<file path="config.mk">
export PLATFORM = sky130hd
export DESIGN_NAME = mode_s_preamble_detector_flat
export DESIGN_NICKNAME = d
export VERILOG_FILES = /design/src/rtl/core/msp_pkg.sv /design/src/rtl/core/msp_sample_if.sv /design/src/rtl/core/msp_result_if.sv /design/src/rtl/core/msp_window.sv /design/src/rtl/core/msp_match.sv /design/src/rtl/core/mode_s_preamble_detector.sv /design/src/flat_wrapper.sv
export SDC_FILE = /design/constraint.sdc
export NUM_CORES = 2
export LEC_CHECK = 0
export BUFFER_PORTS_ARGS = -buffer_cell sky130_fd_sc_hd__clkbuf_2
export CAP_MARGIN = 10
export CELL_PAD_IN_SITES_DETAIL_PLACEMENT = 1
export CELL_PAD_IN_SITES_GLOBAL_PLACEMENT = 2
export CORE_UTILIZATION = 37
export DETAILED_ROUTE_END_ITERATION = 7
export PLACE_DENSITY = 0.8
export SYNTH_ARGS = -nofsm -noshare
export SYNTH_HDL_FRONTEND = slang
export SYNTH_SLANG_ARGS = --single-unit
</file>
<file path="constraint.sdc">
create_clock -name clk_i -period 8.8 [get_ports clk_i]
set_input_delay 0.88 -clock clk_i [delete_from_list [all_inputs] [get_ports clk_i]]
set_output_delay 0.88 -clock clk_i [all_outputs]
set_load 0.01 [all_outputs]
</file>
<file path="src/rtl/core/msp_pkg.sv">
// Mode S preamble detector package: widths, window type, phase codes, result struct.
// Depends on nothing; every other file of the block uses it by scoped name.
package msp_pkg;

  localparam int SampleW    = 16;  // width of the sample field on the port
  localparam int SampleBits = 16;  // bits of a sample that are kept (8..16)
  localparam int WinLen     = 19;  // sliding window length
  localparam int FillW      = $clog2(WinLen + 1);
  localparam int LevelW     = 17;
  localparam int SumW       = 19;  // holds a sum of six 16-bit samples
  localparam int CmpW       = 20;  // holds 3 * noise and 2 * signal
  localparam int PhaseW     = 3;
  localparam int QuietN     = 9;
  localparam int QuietIdx [QuietN] = '{5, 6, 7, 8, 14, 15, 16, 17, 18};

  typedef logic [WinLen-1:0][SampleBits-1:0] win_t;  // index 0 is the oldest

  typedef enum logic [PhaseW-1:0] {
    Phase3 = 3'd0,
    Phase4 = 3'd1,
    Phase5 = 3'd2,
    Phase6 = 3'd3,
    Phase7 = 3'd4
  } phase_e;

  typedef struct packed {
    logic              window_full;
    logic              detected;
    logic [PhaseW-1:0] phase_class;
    logic [LevelW-1:0] level;
  } result_t;

endpackage

</file>
<file path="src/rtl/core/msp_sample_if.sv">
// Sample channel of the Mode S preamble detector: valid/ready plus one sample.
// Depends on msp_pkg.
interface msp_sample_if;
  logic                        valid;
  logic                        ready;
  logic [msp_pkg::SampleW-1:0] sample;

  modport source (output valid, output sample, input ready);
  modport sink   (input valid, input sample, output ready);
endinterface

</file>
<file path="src/rtl/core/msp_result_if.sv">
// Result channel of the Mode S preamble detector: valid/ready plus result fields.
// Depends on msp_pkg.
interface msp_result_if;
  logic                       valid;
  logic                       ready;
  logic                       window_full;
  logic                       detected;
  logic [msp_pkg::PhaseW-1:0] phase_class;
  logic [msp_pkg::LevelW-1:0] level;

  modport source (output valid, output window_full, output detected,
                  output phase_class, output level, input ready);
  modport sink   (input valid, input window_full, input detected,
                  input phase_class, input level, output ready);
endinterface

</file>
<file path="src/rtl/core/msp_window.sv">
// 19-sample sliding window with saturating fill count.
// Depends on msp_pkg.
module msp_window (
  input  logic                                clk_i,
  input  logic                                rst_ni,
  input  logic                                push_i,
  input  logic [msp_pkg::SampleW-1:0]         sample_i,
  output msp_pkg::win_t                       win_o,
  output logic                                full_o
);

  msp_pkg::win_t                  win_q, win_d;
  logic [msp_pkg::FillW-1:0]      fill_q, fill_d;
  logic                           full;

  assign full = (fill_q == msp_pkg::FillW'(msp_pkg::WinLen));

  always_comb begin
    win_d  = win_q;
    fill_d = fill_q;
    if (push_i) begin
      // newest sample enters at the top, oldest drops out of index 0
      win_d = {sample_i[msp_pkg::SampleBits-1:0], win_q[msp_pkg::WinLen-1:1]};
      if (!full) begin
        fill_d = fill_q + msp_pkg::FillW'(1);
      end
    end
  end

  always_ff @(posedge clk_i or negedge rst_ni) begin
    if (!rst_ni) begin
      win_q  <= '0;
      fill_q <= '0;
    end else begin
      win_q  <= win_d;
      fill_q <= fill_d;
    end
  end

  assign win_o  = win_q;
  assign full_o = full;

endmodule

</file>
<file path="src/rtl/core/msp_match.sv">
// Preamble evaluation over one window: edges, five phase patterns, level, SNR, quiet.
// Depends on msp_pkg.
module msp_match (
  input  msp_pkg::win_t   win_i,
  input  logic            full_i,
  output msp_pkg::result_t res_o
);

  logic [msp_pkg::SumW-1:0]   p [msp_pkg::WinLen];
  logic [msp_pkg::SumW-1:0]   lvl_sum, sig, noi;
  logic [msp_pkg::LevelW-1:0] lvl;
  logic [msp_pkg::CmpW-1:0]   sig2, noi3;
  logic [msp_pkg::SumW-1:0]   th;
  msp_pkg::phase_e            cls;
  logic                       matched, edges_ok, snr_ok, quiet_ok;
  logic a12, q23, b23, c34, m34, h45, d89, n910, e910, k1011, f1011, g1112;

  always_comb begin
    for (int i = 0; i < msp_pkg::WinLen; i++) begin
      p[i] = msp_pkg::SumW'(win_i[i]);
    end
  end

  // neighbor compares, most of them shared by several patterns
  assign a12   = p[1]  > p[2];
  assign q23   = p[2]  > p[3];
  assign b23   = p[2]  < p[3];
  assign c34   = p[3]  > p[4];
  assign m34   = p[3]  < p[4];
  assign h45   = p[4]  > p[5];
  assign d89   = p[8]  < p[9];
  assign n910  = p[9]  < p[10];
  assign e910  = p[9]  > p[10];
  assign k1011 = p[10] > p[11];
  assign f1011 = p[10] < p[11];
  assign g1112 = p[11] < p[12];

  assign edges_ok = full_i && (p[0] < p[1]) && (p[12] > p[13]);

  // first matching pattern wins
  always_comb begin
    matched = 1'b1;
    cls     = msp_pkg::Phase3;
    lvl_sum = '0;
    sig     = '0;
    noi     = '0;
    priority if (a12 && b23 && c34 && d89 && e910 && f1011) begin
      cls     = msp_pkg::Phase3;
      lvl_sum = p[1] + p[3] + p[9] + p[11] + p[12];
      sig     = p[1] + p[3] + p[9];
      noi     = p[5] + p[6] + p[7];
    end else if (a12 && b23 && c34 && d89 && e910 && g1112) begin
      cls     = msp_pkg::Phase4;
      lvl_sum = p[1] + p[3] + p[9] + p[12];
      sig     = p[1] + p[3] + p[9] + p[12];
      noi     = p[5] + p[6] + p[7] + p[8];
    end else if (a12 && b23 && h45 && d89 && k1011 && g1112) begin
      cls     = msp_pkg::Phase5;
      lvl_sum = p[1] + p[3] + p[4] + p[9] + p[10] + p[12];
      sig     = p[1] + p[12];
      noi     = p[6] + p[7];
    end else if (a12 && m34 && h45 && n910 && k1011 && g1112) begin
      cls     = msp_pkg::Phase6;
      lvl_sum = p[1] + p[4] + p[10] + p[12];
      sig     = p[1] + p[4] + p[10] + p[12];
      noi     = p[5] + p[6] + p[7] + p[8];
    end else if (q23 && m34 && h45 && n910 && k1011 && g1112) begin
      cls     = msp_pkg::Phase7;
      lvl_sum = p[1] + p[2] + p[4] + p[10] + p[12];
      sig     = p[4] + p[10] + p[12];
      noi     = p[6] + p[7] + p[8];
    end else begin
      matched = 1'b0;
    end
  end

  assign lvl  = lvl_sum[msp_pkg::SumW-1:2];
  assign sig2 = msp_pkg::CmpW'(sig) << 1;
  assign noi3 = msp_pkg::CmpW'(noi) + (msp_pkg::CmpW'(noi) << 1);
  assign snr_ok = sig2 >= noi3;

  // quiet test against the level's low 16 bits
  assign th = msp_pkg::SumW'(lvl[15:0]);
  always_comb begin
    quiet_ok = 1'b1;
    for (int i = 0; i < msp_pkg::QuietN; i++) begin
      if (p[msp_pkg::QuietIdx[i]] >= th) quiet_ok = 1'b0;
    end
  end

  always_comb begin
    res_o.window_full = full_i;
    res_o.detected    = 1'b0;
    res_o.phase_class = '0;
    res_o.level       = '0;
    if (edges_ok && matched) begin
      res_o.detected    = snr_ok && quiet_ok;
      res_o.phase_class = cls;
      res_o.level       = lvl;
    end
  end

endmodule

</file>
<file path="src/rtl/core/mode_s_preamble_detector.sv">
// Mode S preamble detector top level: window register, evaluation, result register.
// Depends on msp_pkg, msp_sample_if, msp_result_if, msp_window, msp_match.
//
// Usage:
//   sample_i carries one 16-bit magnitude sample per beat (2.4 MS/s stream).
//   result_o carries one result beat per sample beat, in order: window_full,
//   detected, phase_class (0..4 = phases 3..7) and the 17-bit level.
//   Until 19 samples have arrived, window_full is 0 and the other fields are 0.
// Timing:
//   A sample accepted on sample_i shifts into the window register; its result is
//   evaluated combinationally from that register and loaded into the result
//   register when that register is free or draining, from where it leaves as
//   a result beat. One sample per cycle is sustained while result_o.ready
//   stays high: the window register and the result register form a two-stage
//   pipeline, and the evaluation between them is a single pass of compares,
//   adders and a mux.
// Reset:
//   rst_ni clears the window, the fill count and both stage valid flags.
// Back-pressure:
//   When result_o.ready is low the result register holds its beat; the window
//   stage still takes a sample if it is empty, then sample_i.ready drops until
//   the result register frees up. No beat is lost or repeated.
module mode_s_preamble_detector (
  input  logic              clk_i,
  input  logic              rst_ni,
  msp_sample_if.sink        sample_i,
  msp_result_if.source      result_o
);

  msp_pkg::win_t    win;
  logic             full;
  msp_pkg::result_t res;
  msp_pkg::result_t out_q;
  logic             s1_valid_q, s1_valid_d;
  logic             out_valid_q, out_valid_d;
  logic             out_adv, in_ready, in_beat;

  // result register free or draining this cycle
  assign out_adv  = !out_valid_q || result_o.ready;
  assign in_ready = !s1_valid_q || out_adv;
  assign in_beat  = sample_i.valid && in_ready;

  assign sample_i.ready = in_ready;

  msp_window u_window (
    .clk_i    (clk_i),
    .rst_ni   (rst_ni),
    .push_i   (in_beat),
    .sample_i (sample_i.sample),
    .win_o    (win),
    .full_o   (full)
  );

  msp_match u_match (
    .win_i  (win),
    .full_i (full),
    .res_o  (res)
  );

  always_comb begin
    s1_valid_d  = s1_valid_q;
    out_valid_d = out_valid_q;
    if (out_adv) begin
      out_valid_d = s1_valid_q;
      s1_valid_d  = 1'b0;
    end
    if (in_beat) begin
      s1_valid_d = 1'b1;
    end
  end

  always_ff @(posedge clk_i or negedge rst_ni) begin
    if (!rst_ni) begin
      s1_valid_q  <= 1'b0;
      out_valid_q <= 1'b0;
    end else begin
      s1_valid_q  <= s1_valid_d;
      out_valid_q <= out_valid_d;
    end
  end

  // payload: no reset needed
  always_ff @(posedge clk_i) begin
    if (out_adv && s1_valid_q) begin
      out_q <= res;
    end
  end

  assign result_o.valid       = out_valid_q;
  assign result_o.window_full = out_q.window_full;
  assign result_o.detected    = out_q.detected;
  assign result_o.phase_class = out_q.phase_class;
  assign result_o.level       = out_q.level;

  // a detection never comes from a partly filled window
  a_det_full: assert property (@(posedge clk_i) disable iff (!rst_ni)
    out_valid_q && out_q.detected |-> out_q.window_full)
    else $error("detection reported before window full");

  // partly filled window reports no pattern and no level
  a_empty_zero: assert property (@(posedge clk_i) disable iff (!rst_ni)
    out_valid_q && !out_q.window_full |-> (out_q.level == '0) && (out_q.phase_class == '0))
    else $error("nonzero fields before window full");

  // an accepted sample occupies the window stage next cycle
  a_s1_fill: assert property (@(posedge clk_i) disable iff (!rst_ni)
    in_beat |=> s1_valid_q)
    else $error("accepted sample lost in window stage");

  // a new result beat always comes from a pending window stage
  a_out_src: assert property (@(posedge clk_i) disable iff (!rst_ni)
    $rose(out_valid_q) |-> $past(s1_valid_q))
    else $error("result beat without source sample");

endmodule
</file>
<file path="src/flat_wrapper.sv">
// flat-port wrapper written by rule: the top's interface ports become plain ports
module mode_s_preamble_detector_flat 
  (clk_i, rst_ni, sample_i_valid, sample_i_sample, sample_i_ready, result_o_valid, result_o_window_full, result_o_detected, result_o_phase_class, result_o_level, result_o_ready);
  msp_sample_if sample_i_i ();
  msp_result_if result_o_i ();
  input  logic clk_i;
  input  logic rst_ni;
  input wire logic [$bits(sample_i_i.valid)-1:0] sample_i_valid;
  input wire logic [$bits(sample_i_i.sample)-1:0] sample_i_sample;
  output wire logic [$bits(sample_i_i.ready)-1:0] sample_i_ready;
  output wire logic [$bits(result_o_i.valid)-1:0] result_o_valid;
  output wire logic [$bits(result_o_i.window_full)-1:0] result_o_window_full;
  output wire logic [$bits(result_o_i.detected)-1:0] result_o_detected;
  output wire logic [$bits(result_o_i.phase_class)-1:0] result_o_phase_class;
  output wire logic [$bits(result_o_i.level)-1:0] result_o_level;
  input wire logic [$bits(result_o_i.ready)-1:0] result_o_ready;
  assign sample_i_i.valid = sample_i_valid;
  assign sample_i_i.sample = sample_i_sample;
  assign sample_i_ready = sample_i_i.ready;
  assign result_o_valid = result_o_i.valid;
  assign result_o_window_full = result_o_i.window_full;
  assign result_o_detected = result_o_i.detected;
  assign result_o_phase_class = result_o_i.phase_class;
  assign result_o_level = result_o_i.level;
  assign result_o_i.ready = result_o_ready;
  mode_s_preamble_detector u_core (.clk_i(clk_i), .rst_ni(rst_ni), .sample_i(sample_i_i), .result_o(result_o_i));
endmodule
</file>
=== Yosys cells after proc, flatten, opt, wreduce, memory -nomap -nowiden ===
Cells that the tools add are included.

* Add/sub/neg operators: 26
* $lt $le $gt $ge: 24
* Eq/ne operators: 1
* Multiplexer cells: 35
* Bitwise gates (word level): 2
* Reductions and logical operators: 35

{| class="wikitable"
|+ Operators by type and width
! kind !! count
|-
| 19-bit two-way mux || 13
|-
| 16-bit >= comparator || 9
|-
| 19-bit by 16-bit adder with 19-bit output || 7
|-
| 16-bit by 16-bit adder with 17-bit output || 7
|-
| 16-bit > comparator || 7
|-
| 16-bit < comparator || 7
|-
| 17-bit by 16-bit adder with 18-bit output || 6
|-
| 18-bit by 16-bit adder with 19-bit output || 4
|-
| 18-bit two-way mux || 2
|-
| 1-bit logical AND || 26
|-
| 19-bit by 20-bit adder with 20-bit output || 1
|-
| 20-bit >= comparator || 1
|-
| 1-bit two-way mux || 17
|-
| 5-bit by 1-bit adder with 5-bit output, second input constant || 1
|-
| 5-bit equality test, second input constant || 1
|-
| 5-bit OR reduction || 1
|-
| 2-bit two-way mux || 2
|-
| 3-bit two-way mux || 1
|-
| 3-bit OR reduction || 1
|-
| 1-bit logical NOT || 2
|-
| 1-bit logical OR || 2
|-
| 1-bit NOT || 2
|-
| 2-bit AND reduction || 1
|-
| 2-bit nonzero test || 1
|-
| 2-bit OR reduction || 1
|}

* Bits in registers: 333
* Input bits: 20
* Output and inout port bits: 24
* Word-level logic and storage cells: 151

=== Depth between registers and ports, before layout ===
* Depth in word-level cells: 22
* Depth in mapped cells: 42
* Depth with buffers taken out: 42

=== Cells and area by module ===
A second synthesis with hierarchy kept.

* Cells, all modules: 3,529
* Area total of the unflattened synthesis: 35,709.2 µm²

{| class="wikitable"
|+ By module, submodules not included
! module !! times used !! cells an instance !! area each (µm²) !! seq. area each (µm²)
|-
| msp_match || 1 || 2,840 || 22,612.9 || 0.0
|-
| msp_window || 1 || 659 || 12,331.8 || 7,732.4
|-
| mode_s_preamble_detector || 1 || 30 || 764.5 || 710.7
|}

=== Worst setup path before layout ===
No wires, ideal clock.

* Kind: flip-flop to flip-flop
* Start: register u_core.u_window.win_q (netlist bit u_core.u_window.win_o[17])
* End: register u_core.out_q (netlist bit u_core.result_o.detected), data pin
* Setup time: 0.152 ns
* Arrival: 8.056 ns
* Data required time: 8.648 ns
* Path slack: 0.592 ns
* Stages on the path, launching flop included: 34
* Buffers on the path: 0
* Clock period less this slack: 8.208 ns
* Path through: dfrtp_1 -> ha_1 -> a21o_1 -> a21oi_1 -> o21bai_1 -> a21o_1 -> a21oi_1 -> o21ai_0 -> o41ai_1 -> xnor2_1 -> fa_1 -> fa_1 -> inv_1 -> fa_1 -> inv_1 -> ha_1 -> nand3_1 -> a311oi_1 -> o41a_1 -> o31a_1 -> o21ai_0 -> nand2b_1 -> xnor2_1 -> o2111ai_1 -> ha_1 -> or4_1 -> a2111oi_0 -> o2111ai_1 -> a221oi_1 -> nand4_1 -> nor2_1 -> o2111ai_1 -> or4_1 -> a31oi_1

* Cells in the longest elaborated chain, start to end: 21
* Elaborated cells between the ends (all ways): 75
* Those cells by class: add/sub (18); order compare (12); mux (26); reduce/logical (19)

{| class="wikitable"
|+ Ends and longest elaborated chain
! element !! RTL line !! RTL
|-
| start, declared || msp_window.sv:12 || <nowiki>msp_pkg::win_t win_q, win_d;</nowiki>
|-
| start signal, assigned || msp_window.sv:35 || <nowiki>win_q <= win_d;</nowiki>
|-
| branches (longest 21 deep; another with 18-bit by 16-bit adder with 19-bit output) || -- ||
|-
| end signal, assigned || mode_s_preamble_detector.sv:85 || <nowiki>out_q <= res;</nowiki>
|-
| end, declared || mode_s_preamble_detector.sv:33 || <nowiki>msp_pkg::result_t out_q;</nowiki>
|}

Several ways; the timed one is not identified.
A chain may end at the register's enable or synchronous reset.

=== Worst setup path after layout ===
* Start: register u_core.u_window.win_q (netlist bit u_core.u_window.win_o[161])
* End: register u_core.out_q (netlist bit u_core.result_o.detected), data pin

* Cells in the longest elaborated chain, start to end: 20
* Elaborated cells between the ends (all ways): 65
* Those cells by class: add/sub (9); order compare (14); mux (29); reduce/logical (13)

{| class="wikitable"
|+ Ends and longest elaborated chain
! element
|-
| branches (longest 20 deep; another with 18-bit by 16-bit adder with 19-bit output)
|}

Several ways; the timed one is not identified.

==> metrics.log <==
INFO  metric outcome = completed
INFO  metric timing_max_transition_violations_final = 0
INFO  metric portion_of_total_power_attributed_to_sequential_cells = 11.7%
INFO  metric syn-instance-count = 3,932
INFO  metric routed_wire_length_per_instance = 25.3 um
INFO  metric yosys.cell_count.top_type = nand2_1
INFO  metric setup_violations = 0
INFO  metric initial_utilization = 37.6%
INFO  metric worstHoldPathType = in2async
INFO  metric ys_async_sr_fraction = 93.4%
INFO  metric port-buffer-count = 43
INFO  metric instances_no_fill = 5,570
INFO  metric worst_ep_required_time = 9.24 ns
INFO  metric grt-ovfl-total = 0
INFO  metric syn_area_per_cell = 8.66 sq um
INFO  metric power.share.switching = 51.7%
INFO  metric synth.top_cells.by_area = dfrtp_1 23%, ha_1 20%, fa_1 11%
INFO  metric synthDistinctLibCells = 83
INFO  metric synth_top_cells_by_count = 666 x nand2_1, 550 x ha_1, 376 x o21ai_0, 351 x inv_1, 311 x dfrtp_1
INFO  metric route.detailed.vias_per_inst = 5.69
INFO  metric pwr-share-comb = 78.0%
INFO  metric number_of_nets_produced_by_synthesis = 4,687
INFO  metric critical_path.slowest_cell = o211ai_1
INFO  metric timing.fmax = 117 MHz
INFO  metric seqCellArea = 8450 sq um
INFO  metric rows = 110
INFO  metric timing_worst_slew_pin_value = 1.11 ns
INFO  metric grt_pass1_vias = 33,100
INFO  metric crit_path_start_kind = register
INFO  metric tns = 0 ns
INFO  metric power_frac_clock = 10.3%
INFO  metric slowest_delay = 0.65 ns
INFO  metric place_inst = 5,468
INFO  metric synth_top_area_share = 22.8%
INFO  metric critical_path_arrival = 9.02 ns
INFO  metric post-route-min-period = 8.58 ns
INFO  metric routed-via-count = 31,700
INFO  metric cts_num_sinks = 333
INFO  metric rsz0062_at_grt = yes
INFO  metric grt_usage = 30.5%
INFO  metric synth_area_leader_cell = dfrtp_1
INFO  metric worst_slew_margin_rel = 24.9%
INFO  metric numCtsBuffers = 46
INFO  metric dp.final_hpwl = 115,000 um
INFO  metric power_density = 479 nW/um^2
INFO  metric critical_path.most_common_cell = buf_4
INFO  metric chip_width = 305 um
INFO  metric post_place_setup_slack = -0.557 ns
INFO  metric timing.max_cap.violations = 0
INFO  metric cts_tree = yes
INFO  metric first_drt_pass_iteration_count = 5
INFO  metric hold-worst-slack = 0.293 ns
INFO  metric path_clk_slew = 0.06 ns
INFO  metric initialDrtViolationCount = 2,176
INFO  metric root_buffer = clkbuf_16
INFO  metric gp_congestion = 0.971
INFO  metric syn2layout_area_growth = 20.3%
INFO  metric multi_input_comb_area = 24,600 sq um
INFO  metric wirelength = 141,000 um
INFO  metric setup.worst_path.class = reg2reg
INFO  metric final_period_util = 97.5%
INFO  metric dieHeight = 305 um
INFO  metric critPathCaptureType = register
INFO  metric synth.cell_area = 34,100 sq um
INFO  metric cell_internal_pwr = 0.00948 W
INFO  metric postSynthRegisterBits = 333
INFO  metric synth.yosys.seq_area_share = 24.8%
INFO  metric clock_skew = 0.0280 ns
INFO  metric power.net_switching = 0.0102 W
INFO  metric coreArea = 90,600 sq um
INFO  metric clock_tree.htree_level_count = 2
INFO  metric drc = 0
INFO  metric clock_latency = 0.62 ns
INFO  metric design.portCount = 44
INFO  metric ant_nets = 0
INFO  metric fin_total_pwr = 0.0196 W
INFO  metric vdd_ir_drop_max = 0.282 mV
INFO  metric maximum_root_to_sink_buffer_count = 3
INFO  metric die_area = 93,300 sq um
INFO  metric post_synth_edffs = 22
INFO  metric post_layout_net_count = 5,114
INFO  metric largest_net_degree_at_the_start_of_global_routing = 247
INFO  metric antenna_violations_before_repair = 3
INFO  metric synth-warning-count = 0
INFO  metric timing.final.hold_violations = 0
INFO  metric worst-path-max-fanout = 3
INFO  metric fin_ws = 0.221 ns
INFO  metric layout.filler_cells = 10,700
INFO  metric global_route_wire_length_before_repair = 214,000 um
INFO  metric drive_above_1_share = 15.6%
INFO  metric antenna-diode-count = 0
INFO  metric synth_flop_cell = dfrtp_1
INFO  metric static-leakage-power = 20.4 nW
power groups by stage:
stage,registers (W),clock network [W],logic [W]
2_1_floorplan,0.00233,0,0.00815
3_3_place_gp,0.00231,0,0.0142
3_5_place_dp,0.00232,0,0.0144
4_1_cts,0.00230,0.00206,0.0147
5_1_grt,0.00235,0.00211,0.0167
6_report,0.00230,0.00202,0.0153
registers in the layout (all words and copies together), names as in the netlist:
signal,flops
u_core.u_window.win_o,304
u_core.result_o.level,17
u_core.u_window.fill_q,5
u_core.result_o.phase_class,3
u_core.result_o.detected,1
u_core.result_o.valid,1
u_core.result_o.window_full,1
u_core.s1_valid_q,1
kinds of logic (layout without fill, tap and decap cells):
logic type               Yosys count  in the layout  synth area share [%]
XOR/XNOR                         180            180                  4.63
AND/OR/NAND/NOR                 1195           1195                  15.4
buffers and inverters            451            913                  4.99
flip-flops                       333            333                  24.8
AO/OA/AOI/OAI                   1037           1037                  19.1
multiplexers                       1              1                0.0331
adder cells (fa/ha/maj)          735            735                  31.1
path summary, 6_finish.rpt:
| check | from | cells past startpoint | to | slack (ns) |
|---|---|---|---|---|
| max | u_core.u_window.win_o[161] | 37 | u_core.result_o.detected | 0.22 |
| min | rst_ni | 1 | u_core.u_window.win_o[33] | 0.29 |
| max reg2reg | u_core.u_window.win_o[161] | 37 | u_core.result_o.detected | 0.22 |
| min reg2reg | u_core.u_window.fill_q[4] | 1 | u_core.u_window.fill_q[4] | 0.47 |
| max in group asynchronous | rst_ni | 2 | u_core.u_window.win_o[55] | 7.11 |
| min in group clk_i | sample_i_sample[10] | 3 | u_core.u_window.win_o[298] | 0.47 |
layer usage:
| metal | wire (um) | GRT usage, % | share of wire, % |
|---|---|---|---|
| met5 | 13 | 0 | 0.0092 |
| met4 | 5740 | 10.9 | 4.1 |
| met3 | 6970 | 3.40 | 4.9 |
| met2 | 63900 | 49.0 | 45 |
| met1 | 64500 | 42.3 | 46 |
cell usage in the layout (no fill, tap or decap), drive strengths merged, types with 13 or more instances in the layout:
| cell type | count |
|---|---|
| o22ai | 15 |
| xnor2 | 120 |
| xor2 | 60 |
| buf | 437 |
| dfrtp | 311 |
| a2111oi | 17 |
| a221oi | 14 |
| o21bai | 15 |
| o21ai | 377 |
| clkbuf | 108 |
| o2111ai | 19 |
| o31ai | 16 |
| nor2b | 30 |
| nand2 | 666 |
| a21oi | 224 |
| and3 | 14 |
| edfxtp | 22 |
| and2 | 14 |
| nor3 | 73 |
| nand2b | 29 |
| ha | 550 |
| nand4 | 35 |
| or2 | 13 |
| a21o | 69 |
| a211oi | 26 |
| nor2 | 189 |
| fa | 185 |
| a31oi | 26 |
| or3 | 13 |
| inv | 353 |
| o211ai | 37 |
| o21a | 53 |
| nand3 | 71 |
worst max-delay path, delay by kind of cell (launching register included):
family	cells	cell delay, ns
flip-flops	1	0.37
AND/OR/NAND/NOR	12	2.51
buffers and inverters	4	0.62
adder cells (fa/ha/maj)	4	1.11
XOR/XNOR	1	0.14
AO/OA/AOI/OAI	16	3.63
area by class of cell:
type	count	share of cell area (%)
inverters	351	3.22
repair buffers	479	8.76
clock buffers	66	3.31
clock inverters	17	0.568
multi-input cells	3148	59.9
well taps	1176	3.59
flip-flops and latches	333	20.6
timing repair:
action / in CTS / in global routing
cloned: 0 / 0
pin swaps: 9 / 44
gates resized for setup: 36 / 93
endpoints found under the hold margin: 0 / 0
buffers inserted: 4 / 15
hold buffers: 0 / 0
endpoints found under the setup margin: 1 / 1
stage by stage:
stage,cell area (sq um),utilization (%)
global route,41000,45.2
detailed placement,38600,42.7
finish,41000,45.2
floorplan,34100,-
global placement,38600,42.7
CTS,40500,44.7
No activity file was read; power rests on OpenSTA's default activity.
